File: config.mk
export PLATFORM = sky130hd
export DESIGN_NAME = hex_number_formatter
export DESIGN_NICKNAME = d
export VERILOG_FILES = /design/src/rtl/hnf_pkg.sv /design/src/rtl/hnf_front.sv /design/src/rtl/hnf_queue.sv /design/src/rtl/hnf_back.sv /design/src/rtl/hex_number_formatter.sv
export SDC_FILE = /design/constraint.sdc
export NUM_CORES = 1
export LEC_CHECK = 0
export BUFFER_PORTS_ARGS = -buffer_cell sky130_fd_sc_hd__buf_2
export CAP_MARGIN = 20
export CORE_ASPECT_RATIO = 1.1
export CORE_UTILIZATION = 55
export CTS_CLUSTER_DIAMETER = 100
export DETAILED_ROUTE_END_ITERATION = 6
export PLACE_DENSITY = 0.8
export SYNTH_ARGS = -nofsm -noshare
export SYNTH_HDL_FRONTEND = slang
export SYNTH_HIERARCHICAL = 1
export SYNTH_SLANG_ARGS = --single-unit
File: constraint.sdc
create_clock -name clock -period 12.7 [get_ports clock]
set_clock_uncertainty 0.1 [all_clocks]
set_input_delay 1.905 -clock clock [delete_from_list [all_inputs] [get_ports clock]]
set_output_delay 1.905 -clock clock [all_outputs]
set_load 0.01 [all_outputs]
File: src/rtl/hnf_pkg.sv
// ----------------------------------------------------------------------------
// hnf_pkg
// Shared constants, the item descriptor passed from front to back, and the
// character helper functions of the hex number formatter.
// ----------------------------------------------------------------------------
package hnf_pkg;

   localparam int MAX_FIELD   = 60;
   localparam int QUEUE_DEPTH = 2;

   localparam logic [5:0] MAX_FIELD_W = 6'(MAX_FIELD);

   localparam logic [7:0] CHAR_SPACE = 8'h20;
   localparam logic [7:0] CHAR_ZERO  = 8'h30;
   localparam logic [7:0] CHAR_X_LO  = 8'h78;
   localparam logic [7:0] CHAR_X_UP  = 8'h58;
   localparam logic [7:0] CHAR_A_LO  = 8'h61;
   localparam logic [7:0] CHAR_A_UP  = 8'h41;

   typedef struct packed {
      logic        nil;
      logic        upper;
      logic [63:0] value;
      logic [5:0]  b_lead;
      logic [5:0]  b_pfx;
      logic [5:0]  b_zero;
      logic [5:0]  b_dig;
      logic [5:0]  last_pos;
   } hnf_desc_type;

   function automatic logic [4:0] digit_count(input logic [63:0] v);
      logic [4:0] n;
      n = 5'd1;
      for (int i = 1; i < 16; i++) begin
         if (v[4*i +: 4] != 4'h0) begin
            n = 5'(i + 1);
         end
      end
      return n;
   endfunction

   function automatic logic [7:0] hex_char(input logic [3:0] nib, input logic upper);
      logic [7:0] c;
      if (nib < 4'd10) begin
         c = CHAR_ZERO + {4'h0, nib};
      end else begin
         c = (upper ? CHAR_A_UP : CHAR_A_LO) + {4'h0, nib} - 8'd10;
      end
      return c;
   endfunction

   function automatic logic [7:0] nil_char(input logic [2:0] idx);
      logic [7:0] c;
      case (idx)
         3'd0:    c = 8'h28;
         3'd1:    c = 8'h6E;
         3'd2:    c = 8'h69;
         3'd3:    c = 8'h6C;
         3'd4:    c = 8'h29;
         default: c = CHAR_SPACE;
      endcase
      return c;
   endfunction

endpackage

File: src/rtl/hnf_front.sv
// ----------------------------------------------------------------------------
// hnf_front
// Classifies one format request: saturates width and precision, counts
// digits and works out the character position where each segment ends.
// ----------------------------------------------------------------------------
module hnf_front (
   input  logic                 req_cmd,
   input  logic [63:0]          req_value,
   input  logic [5:0]           req_min_width,
   input  logic [5:0]           req_precision,
   input  logic                 req_has_precision,
   input  logic                 req_left_align,
   input  logic                 req_zero_pad,
   input  logic                 req_alt_prefix,
   input  logic                 req_upper_case,
   output hnf_pkg::hnf_desc_type desc,
   output logic                 desc_empty
);
   import hnf_pkg::*;

   logic [5:0] width_sat;
   logic [5:0] prec_eff;
   logic [4:0] len;
   logic       prefix;
   logic [6:0] digits_total;
   logic [6:0] body;
   logic [6:0] pad;
   logic [6:0] zeros;
   logic [6:0] lead;
   logic [6:0] trail;
   logic [6:0] s_pfx;
   logic [6:0] s_zero;
   logic [6:0] s_dig;
   logic [6:0] total;

   always_comb begin
      width_sat = (req_min_width > MAX_FIELD_W) ? MAX_FIELD_W : req_min_width;
      prec_eff  = req_has_precision ?
                  ((req_precision > MAX_FIELD_W) ? MAX_FIELD_W : req_precision) : 6'd0;

      if (req_cmd) begin
         len          = digit_count(req_value);
         prefix       = 1'b1;
         digits_total = {2'b00, len};
      end else begin
         len = digit_count({32'h0, req_value[31:0]});
         if (req_value[31:0] == 32'h0 && req_has_precision && prec_eff == 6'd0) begin
            len = 5'd0;
         end
         prefix       = req_alt_prefix && (req_value[31:0] != 32'h0);
         digits_total = ({1'b0, prec_eff} > {2'b00, len}) ? {1'b0, prec_eff} : {2'b00, len};
      end

      body  = digits_total + (prefix ? 7'd2 : 7'd0);
      pad   = ({1'b0, width_sat} > body) ? ({1'b0, width_sat} - body) : 7'd0;
      zeros = digits_total - {2'b00, len};
      if (!req_cmd && req_zero_pad && !req_has_precision && !req_left_align) begin
         zeros = zeros + pad;
         pad   = 7'd0;
      end

      lead   = req_left_align ? 7'd0 : pad;
      trail  = req_left_align ? pad : 7'd0;
      s_pfx  = lead + (prefix ? 7'd2 : 7'd0);
      s_zero = s_pfx + zeros;
      s_dig  = s_zero + {2'b00, len};
      total  = s_dig + trail;

      desc.nil    = req_cmd && (req_value == 64'h0);
      desc.upper  = !req_cmd && req_upper_case;
      desc.value  = req_cmd ? req_value : {32'h0, req_value[31:0]};
      desc.b_lead = lead[5:0];
      desc.b_pfx  = s_pfx[5:0];
      desc.b_zero = s_zero[5:0];
      desc.b_dig  = s_dig[5:0];
      if (desc.nil) begin
         desc.last_pos = 6'd4;
         desc_empty    = 1'b0;
      end else begin
         desc.last_pos = 6'(total - 7'd1);
         desc_empty    = (total == 7'd0);
      end
   end

endmodule

File: src/rtl/hnf_queue.sv
// ----------------------------------------------------------------------------
// hnf_queue
// Short descriptor queue between front and back, held in flip-flops.
// ----------------------------------------------------------------------------
module hnf_queue #(
   parameter int DEPTH = hnf_pkg::QUEUE_DEPTH
) (
   input  logic                  clock,
   input  logic                  reset,
   input  logic                  push,
   input  hnf_pkg::hnf_desc_type push_data,
   output logic                  full,
   input  logic                  pop,
   output hnf_pkg::hnf_desc_type pop_data,
   output logic                  valid
);
   import hnf_pkg::*;

   localparam int PW = (DEPTH > 1) ? $clog2(DEPTH) : 1;
   localparam int CW = $clog2(DEPTH + 1);
   localparam logic [PW-1:0] LAST_IDX = PW'(DEPTH - 1);
   localparam logic [CW-1:0] DEPTH_C  = CW'(DEPTH);

   hnf_desc_type  slot_ff [DEPTH];
   logic [PW-1:0] wr_ff, wr_in;
   logic [PW-1:0] rd_ff, rd_in;
   logic [CW-1:0] count_ff, count_in;
   logic          do_push;
   logic          do_pop;

   assign full     = (count_ff == DEPTH_C);
   assign valid    = (count_ff != '0);
   assign pop_data = slot_ff[rd_ff];
   assign do_push  = push && !full;
   assign do_pop   = pop && valid;

   always_comb begin
      wr_in    = do_push ? ((wr_ff == LAST_IDX) ? '0 : wr_ff + 1'b1) : wr_ff;
      rd_in    = do_pop ? ((rd_ff == LAST_IDX) ? '0 : rd_ff + 1'b1) : rd_ff;
      count_in = count_ff + CW'(do_push) - CW'(do_pop);
   end

   always_ff @(posedge clock) begin
      if (reset) begin
         wr_ff    <= '0;
         rd_ff    <= '0;
         count_ff <= '0;
      end else begin
         wr_ff    <= wr_in;
         rd_ff    <= rd_in;
         count_ff <= count_in;
      end
      if (do_push) begin
         slot_ff[wr_ff] <= push_data;
      end
   end

endmodule

File: src/rtl/hnf_back.sv
// ----------------------------------------------------------------------------
// hnf_back
// Walks a descriptor a character per unstalled cycle into the result register.
// ----------------------------------------------------------------------------
module hnf_back (
   input  logic                  clock,
   input  logic                  reset,
   input  logic                  q_valid,
   input  hnf_pkg::hnf_desc_type q_data,
   output logic                  q_pop,
   output logic                  rsp_empty,
   input  logic                  rsp_pop,
   output logic [7:0]            rsp_out_char,
   output logic                  rsp_last
);
   import hnf_pkg::*;

   hnf_desc_type desc_ff, desc_in;
   logic         busy_ff, busy_in;
   logic [5:0]   pos_ff, pos_in;
   logic         out_valid_ff, out_valid_in;
   logic [7:0]   out_char_ff, out_char_in;
   logic         out_last_ff, out_last_in;
   logic         emit;
   logic         is_last;
   logic         load;
   logic [5:0]   dig_idx;
   logic [3:0]   nib;
   logic [7:0]   ch;

   assign rsp_empty    = !out_valid_ff;
   assign rsp_out_char = out_char_ff;
   assign rsp_last     = out_last_ff;

   assign emit    = busy_ff && (!out_valid_ff || rsp_pop);
   assign is_last = (pos_ff == desc_ff.last_pos);
   assign load    = q_valid && (!busy_ff || (emit && is_last));
   assign q_pop   = load;

   always_comb begin
      dig_idx = desc_ff.b_dig - 6'd1 - pos_ff;
      nib     = desc_ff.value[{dig_idx[3:0], 2'b00} +: 4];
      if (desc_ff.nil) begin
         ch = nil_char(pos_ff[2:0]);
      end else if (pos_ff < desc_ff.b_lead) begin
         ch = CHAR_SPACE;
      end else if (pos_ff < desc_ff.b_pfx) begin
         ch = (pos_ff == desc_ff.b_lead) ? CHAR_ZERO :
              (desc_ff.upper ? CHAR_X_UP : CHAR_X_LO);
      end else if (pos_ff < desc_ff.b_zero) begin
         ch = CHAR_ZERO;
      end else if (pos_ff < desc_ff.b_dig) begin
         ch = hex_char(nib, desc_ff.upper);
      end else begin
         ch = CHAR_SPACE;
      end

      desc_in      = desc_ff;
      busy_in      = busy_ff;
      pos_in       = pos_ff;
      out_valid_in = out_valid_ff;
      out_char_in  = out_char_ff;
      out_last_in  = out_last_ff;

      if (emit) begin
         out_valid_in = 1'b1;
         out_char_in  = ch;
         out_last_in  = is_last;
         pos_in       = pos_ff + 6'd1;
         if (is_last) begin
            busy_in = 1'b0;
         end
      end else if (rsp_pop) begin
         out_valid_in = 1'b0;
      end

      if (load) begin
         desc_in = q_data;
         busy_in = 1'b1;
         pos_in  = 6'd0;
      end
   end

   always_ff @(posedge clock) begin
      if (reset) begin
         busy_ff      <= 1'b0;
         out_valid_ff <= 1'b0;
      end else begin
         busy_ff      <= busy_in;
         out_valid_ff <= out_valid_in;
      end
      desc_ff     <= desc_in;
      pos_ff      <= pos_in;
      out_char_ff <= out_char_in;
      out_last_ff <= out_last_in;
   end

endmodule

File: src/rtl/hex_number_formatter.sv
// ----------------------------------------------------------------------------
// hex_number_formatter
// Formats a number as printf-style hex or pointer text, one character per
// result item.
//
// Request side is a queue: drive the fields and push while full is low.
// cmd 0 prints the low 32 bits as %x/%X with width, precision, alignment,
// zero fill and prefix; cmd 1 prints all 64 bits as a pointer.
// Response side is a queue: while empty is low, out_char holds the next
// character and last marks the final character of its item; pop takes it.
// An item that formats to no characters produces no response.
// The first character passes through the descriptor queue, the back end's
// descriptor register and the result register. One character per cycle
// leaves while the receiver pops; an item has 1 to 62 characters, and a
// two-entry descriptor queue takes new requests while the back end works.
// A stalled receiver holds the current character and stops the back end;
// full rises once the queue fills. Reset empties queue and result register.
// ----------------------------------------------------------------------------
module hex_number_formatter #(
   parameter int QUEUE_DEPTH = hnf_pkg::QUEUE_DEPTH
) (
   input  logic        clock,
   input  logic        reset,
   input  logic        req_push,
   output logic        req_full,
   input  logic        req_cmd,
   input  logic [63:0] req_value,
   input  logic [5:0]  req_min_width,
   input  logic [5:0]  req_precision,
   input  logic        req_has_precision,
   input  logic        req_left_align,
   input  logic        req_zero_pad,
   input  logic        req_alt_prefix,
   input  logic        req_upper_case,
   output logic        rsp_empty,
   input  logic        rsp_pop,
   output logic [7:0]  rsp_out_char,
   output logic        rsp_last
);
   import hnf_pkg::*;

   hnf_desc_type front_desc;
   logic         front_empty;
   hnf_desc_type q_data;
   logic         q_valid;
   logic         q_pop;
   logic         q_push;

   assign q_push = req_push && !req_full && !front_empty;

   hnf_front u_front (
      .req_cmd           (req_cmd),
      .req_value         (req_value),
      .req_min_width     (req_min_width),
      .req_precision     (req_precision),
      .req_has_precision (req_has_precision),
      .req_left_align    (req_left_align),
      .req_zero_pad      (req_zero_pad),
      .req_alt_prefix    (req_alt_prefix),
      .req_upper_case    (req_upper_case),
      .desc              (front_desc),
      .desc_empty        (front_empty)
   );

   hnf_queue #(
      .DEPTH (QUEUE_DEPTH)
   ) u_queue (
      .clock     (clock),
      .reset     (reset),
      .push      (q_push),
      .push_data (front_desc),
      .full      (req_full),
      .pop       (q_pop),
      .pop_data  (q_data),
      .valid     (q_valid)
   );

   hnf_back u_back (
      .clock        (clock),
      .reset        (reset),
      .q_valid      (q_valid),
      .q_data       (q_data),
      .q_pop        (q_pop),
      .rsp_empty    (rsp_empty),
      .rsp_pop      (rsp_pop),
      .rsp_out_char (rsp_out_char),
      .rsp_last     (rsp_last)
   );

endmodule

* After elaboration in Yosys (flattened, before gate mapping)
Memories as Yosys holds them, arrays and structs flattened. A register that Yosys moved wholly into a read port is not among the register bits.
Index checks and enable logic that the tools add are counted.
** Word-level totals
- Register bits after elaboration :: 21
- Bits in latches :: 0
- RAM bits :: 192
- Bits in read-only memories :: 0
- Output and inout port bits :: 11
- Word-level logic and storage cells :: 147
- Memories :: 1
** Memory list
- u_queue.slot_ff :: depth 2, bits a word 96, read ports 1, clocked after memory_dff 1, write ports 1, RTL line hnf_queue.sv:24 : hnf_desc_type slot_ff [DEPTH];
** Cells by class
- Add/sub/neg operators :: 19
- $mul :: 0
- Div/mod/pow operators :: 0
- $lt $le $gt $ge :: 9
- Equality and inequality tests :: 7
- Shift operators :: 1
- Multiplexer cells :: 52
- Bitwise logic cells :: 0
- Reductions and logical operators :: 50
** Operators with widths (count)
- $logic_not A64 Y1 :: 1
- $mux W64 :: 1
- $shiftx A64 B7 Y4 :: 1
- $reduce_bool A4 Y1 :: 15
- $mux W8 :: 7
- $mux W5 :: 10
- $mux W6 :: 7
- $mux W7 :: 6
- $add A7 B7 Y7 :: 5
- $pmux W7 S5 :: 1
- $logic_not A32 Y1 :: 1
- $reduce_bool A32 Y1 :: 1
- $lt A6 B6 Y1 :: 4
- $logic_and A1 B1 Y1 :: 15
- $eq A6 B6 Y1 :: 2
- $gt A6 B6 Y1 const B :: 2
- $mux W3 :: 4
- $mux W1 :: 11
- $add A8 B4 Y8 :: 1
- $mux W4 :: 2
- $reduce_bool A2 Y1 :: 4
- $sub A8 B4 Y8 const B :: 1
- $add A6 B4 Y7 const A :: 1
- $add A7 B5 Y7 :: 1
- other kinds (23) :: 34

* Logic depth before layout (Yosys ltp)
- Word-level depth :: 33
- Mapped depth :: 52

* Modules after synthesis
Netlist, hierarchy kept.
** Modules (own cells, without submodules)
- hnf_queue :: instances 1, cells an instance 326, area each 7363.3 um2, sequential area each 5865.6 um2
- hnf_back :: instances 1, cells an instance 334, area each 5111.2 um2, sequential area each 3283.1 um2
- hnf_front :: instances 1, cells an instance 416, area each 2949.1 um2, sequential area each 0.0 um2
- hex_number_formatter :: instances 1, cells an instance 1, area each 12.5 um2, sequential area each 0.0 um2

* Worst setup path after synthesis
OpenSTA, ideal clock, no wires.
- Path type :: input port to flip-flop
- Start point :: input port req_value[9]
- End point :: memory u_queue/slot_ff[1][0] in the netlist's numbering (enable)
- Library setup time :: 466 ps
- Data arrival time :: 12611 ps
- Path slack :: -477 ps
- Stages :: 42
- Path through :: or4_1 nor2b_1 nor2_1 o21ai_1 ha_1 nor2b_1 a2111oi_1 o21a_1 mux2i_1 o21ai_0 ha_1 ha_1 nand3_1 xnor2_1 ha_1 o21ai_0 a21oi_1 o22ai_1 [... 6 more ...] a21o_1 a21oi_1 xnor2_1 mux2_2 ha_1 or4b_2 o2111ai_1 xnor2_1 ha_1 or2_2 o22ai_1 xor2_1 xnor2_1 xnor2_1 xnor2_1 mux2i_1 nor3b_2 and3_1
** RTL lines
- start: declaration :: RTL line hex_number_formatter.sv:27 : input logic [63:0] req_value,
- end: declaration :: RTL line hnf_queue.sv:24

==> summary.txt <==
Logic synthesis
  • Cell variety after synth: 80
  • Synth top area cells: edfxtp_1 (58%), ha_1 (6.1%), mux2_2 (4.7%)
  • Mapped Nets: 1,245
  • Post-synthesis simple-gate area fraction: 8.58%
  • Synth Area in Compound Gates: 5.76%
  • Most common cell in the netlist: edfxtp_1
  • Largest family of logic cells by synthesized area: multiplexers
  • Count of state elements after synthesis: 309
  • XOR/XNOR share of the synthesized area: 2.79%
  • Sequential share of the synthesized area: 59.3%
  • EDFF count, synth: 296
  • Mean Syn Cell Area: 14.3 um^2
  • Yosys Warn Count: 6
  • Synth top area share: 57.6%
  • Mapped Cells: 1,077
  • Ys flop type: edfxtp_1
  • FFs w/ async S/R, synth: 0%
  • Synth area leader: edfxtp_1
  • Synth Area in Adders: 6.99%
  • Post-Syn Area: 0.0154 mm^2
  • Post-synthesis mux area share: 11.9%
  • Synth top cells by count: edfxtp_1 (296), ha_1 (75), nor2_1 (68)

Critical path
  • Worst reg2reg path depth: 12
  • Critical register-to-register path startpoint: u_back/pos_ff[0]
  • Crit path top cell by count: ha_1
  • Critical Path Start Type: input pin
  • FF-to-FF End: u_back/rsp_out_char[4]
  • Crit. End Element: flip-flop
  • CP required: 12.83 ns
  • Crit-path slowest cell: or4_1
  • Crit. Startpoint: req_value[9]
  • WS Path Type: input pin to flip-flop
  • Reg-to-reg slack, setup: 8.59 ns
  • Crit path DAT: 12.11 ns
  • Crit path max fanout: 18
  • Slowest stage delay, CP: 0.65 ns

Power and ir drop
  • Pwr Density: 251 mW/mm^2
  • Leak: 0.00661 uW
  • VDD IR max: 0.145 mV

Floorplan
  • Top-Level Pins: 97
  • Starting Density: 56.6%
  • Die Ht: 178 um
  • Rows: 63
  • Core Area: 0.0273 mm^2
  • Die width: 162 um
  • Die area: 0.0287 mm^2

Global routing
  • GRT overflow: 0
  • Total track usage: 22.1%
  • Antenna violations before repair: 0
  • Largest net degree at the start of global routing: 79
  • First-pass GRT wire length: 48,400 um
  • Vias in the first global route: 8,957

Route
  • Post-DRT Antenna Nets: 0
  • Via count: 8,900
  • WL per Instance: 20.2 um
  • Drt first pass iters: 7
  • Remaining DRCs: 0
  • Initial DRC count: 876
  • Drt total wl: 31,200 um
  • Vias per inst: 5.76

Flow run
  • Max-cap violations: 0

Timing
  • Worst Tran Pin Value: 1.05 ns
  • Crit path time final: 11.98 ns
  • Setup tns final: 0 ns
  • Final slew viol count: 0
  • Final hold violation count: 0
  • Period utilization: 94.3%
  • RSZ-0062 raised after global routing: false
  • Final count of negative-setup-slack endpoints: 0
  • Headroom to the max-slew limit: 30.2%
  • Fmax: 83.5 MHz
  • Worst hold margin: 0.376 ns

Clock network
  • Worst-Skew Late Latency: 0.56 ns
  • TritonCTS Sinks: 309
  • Clock Tree Buf Depth: 3
  • H-tree lvl count: 1
  • Total CTS buffers: 31
  • Clock Root Buffer: clkbuf_16
  • Worst-path clk slew: 0.06 ns
  • CTS tree: done

Run status
  • Status: completed

Placed design
  • Final GP Congestion: 0.890
  • IO Port Bufs: 95
  • DP HPWL: 21,900 um

Worst hold path
  • Min-delay src: u_back/busy_ff
  • WHS Path Cells: 2
  • Worst Hold End: u_back/out_valid_ff
  • Worst hold path type: flip-flop to flip-flop

Final layout
  • Area Growth Syn to Fin: 11.1%
  • Antenna diodes: 0
  • Fin nets: 1,332
  • Share of cells above drive strength 1: 25.9%
-- stage by stage --
step	instance area [um^2]	setup WS, ns	util, %	std cells	total power [uW]
after detailed placement	16100	0.0632	59.1	1487	3410
after global placement	16100	0.427	59.1	1487	3340
final	17200	0.722	62.9	1546	4300
after global routing	17200	0.0690	62.9	1546	4530
after CTS	17100	0.575	62.7	1545	4310
after floorplan	15400	0.299	-	1077	2990
-- where the power goes --
| part | leakage [uW] | switching, uW | internal [uW] | total (uW) |
|---|---|---|---|---|
| registers | 0.00289 | 130 | 1590 | 1720 |
| clock network | 0.000484 | 370 | 519 | 890 |
| logic | 0.00323 | 961 | 732 | 1690 |
-- how the worst max path moves through the flow --
stage	slack, ns	endpoint	depth (start not counted)
after global routing	0.07	u_queue/slot_ff[0][0]	47
after CTS	0.58	u_queue/slot_ff[0][90]	45
after floorplan	0.30	u_queue/slot_ff[0][0]	44
final	0.72	u_queue/slot_ff[0][0]	47
after global placement	0.43	u_queue/slot_ff[0][93]	46
after detailed placement	0.06	u_queue/slot_ff[0][93]	48
-- sequential cells by signal, summed over array words and instances, names as in the netlist, named ones only --
register / count
u_queue/count_ff: 2
u_queue/slot_ff: 192
u_queue/wr_ff: 1
u_back/busy_ff: 1
u_queue/rd_ff: 1
u_back/rsp_last: 1
u_back/pos_ff: 6
u_back/rsp_out_char: 7
u_back/desc_ff: 96
u_back/out_valid_ff: 1
-- cell usage in the layout, fill, tap and decap left out, types with 25 or more instances in the layout --
cell type  Yosys  routed
ha_1          75      75
nand2_1       30      30
clkbuf_16      0      32
a21oi_1       32      32
and2_1        37      37
inv_1         63      62
edfxtp_1     296     296
mux2_4        40      40
nor2_1        68      68
buf_2          5      95
o21ai_0       25      25
mux2_2        64      64
xnor2_1       26      26
-- repair_timing --
action / CTS / global route
hold buffers: 0 / 0
gates resized for setup: 0 / 4
buffers inserted: 0 / 0
endpoints found under the setup margin: 0 / 127
hold endpoints to repair: 0 / 0
-- cell families (layout without fill, tap and decap cells) --
family / count (synthesis) / count (layout)
xor gates and xnor gates: 47 / 47
other: 1 / 1
muxes: 139 / 139
and+or+nand+nor: 240 / 240
DFF: 309 / 309
adders and majority gates: 82 / 82
buffers and inverters: 128 / 240
AOI/OAI and AO/OA: 131 / 131
-- worst max-delay path, delay by kind of cell --
family                   cells  cell delay [ns]
AO/OA/AOI/OAI               17             3.19
adder cells (fa/ha/maj)      9             2.89
AND/OR/NAND/NOR              8             1.99
XOR/XNOR                     6             1.11
buffers and inverters        5             0.71
multiplexers                 2             0.30
-- layer usage --
layer  vias up  GRT usage, %  part of all wire (%)
li1       4173             -                     -
met1      4370          29.4                    43
met2       303          38.1                    49
met3        54          2.85                   5.4
met4         0          6.41                   2.2
met5         -             0                     0
-- layout make-up --
cell class                      instances  area [um^2]
Sequential cell                       309         9150
Multi-Input combinational cell        640         5600
Timing Repair Buffer                  117          716
Fill cell                            2012        10100
Tap cell                              357          447
Clock buffer                           42          827
Clock inverter                         16          170
Inverter                               65          248
Note: power is estimated with default switching activity, not from simulation.
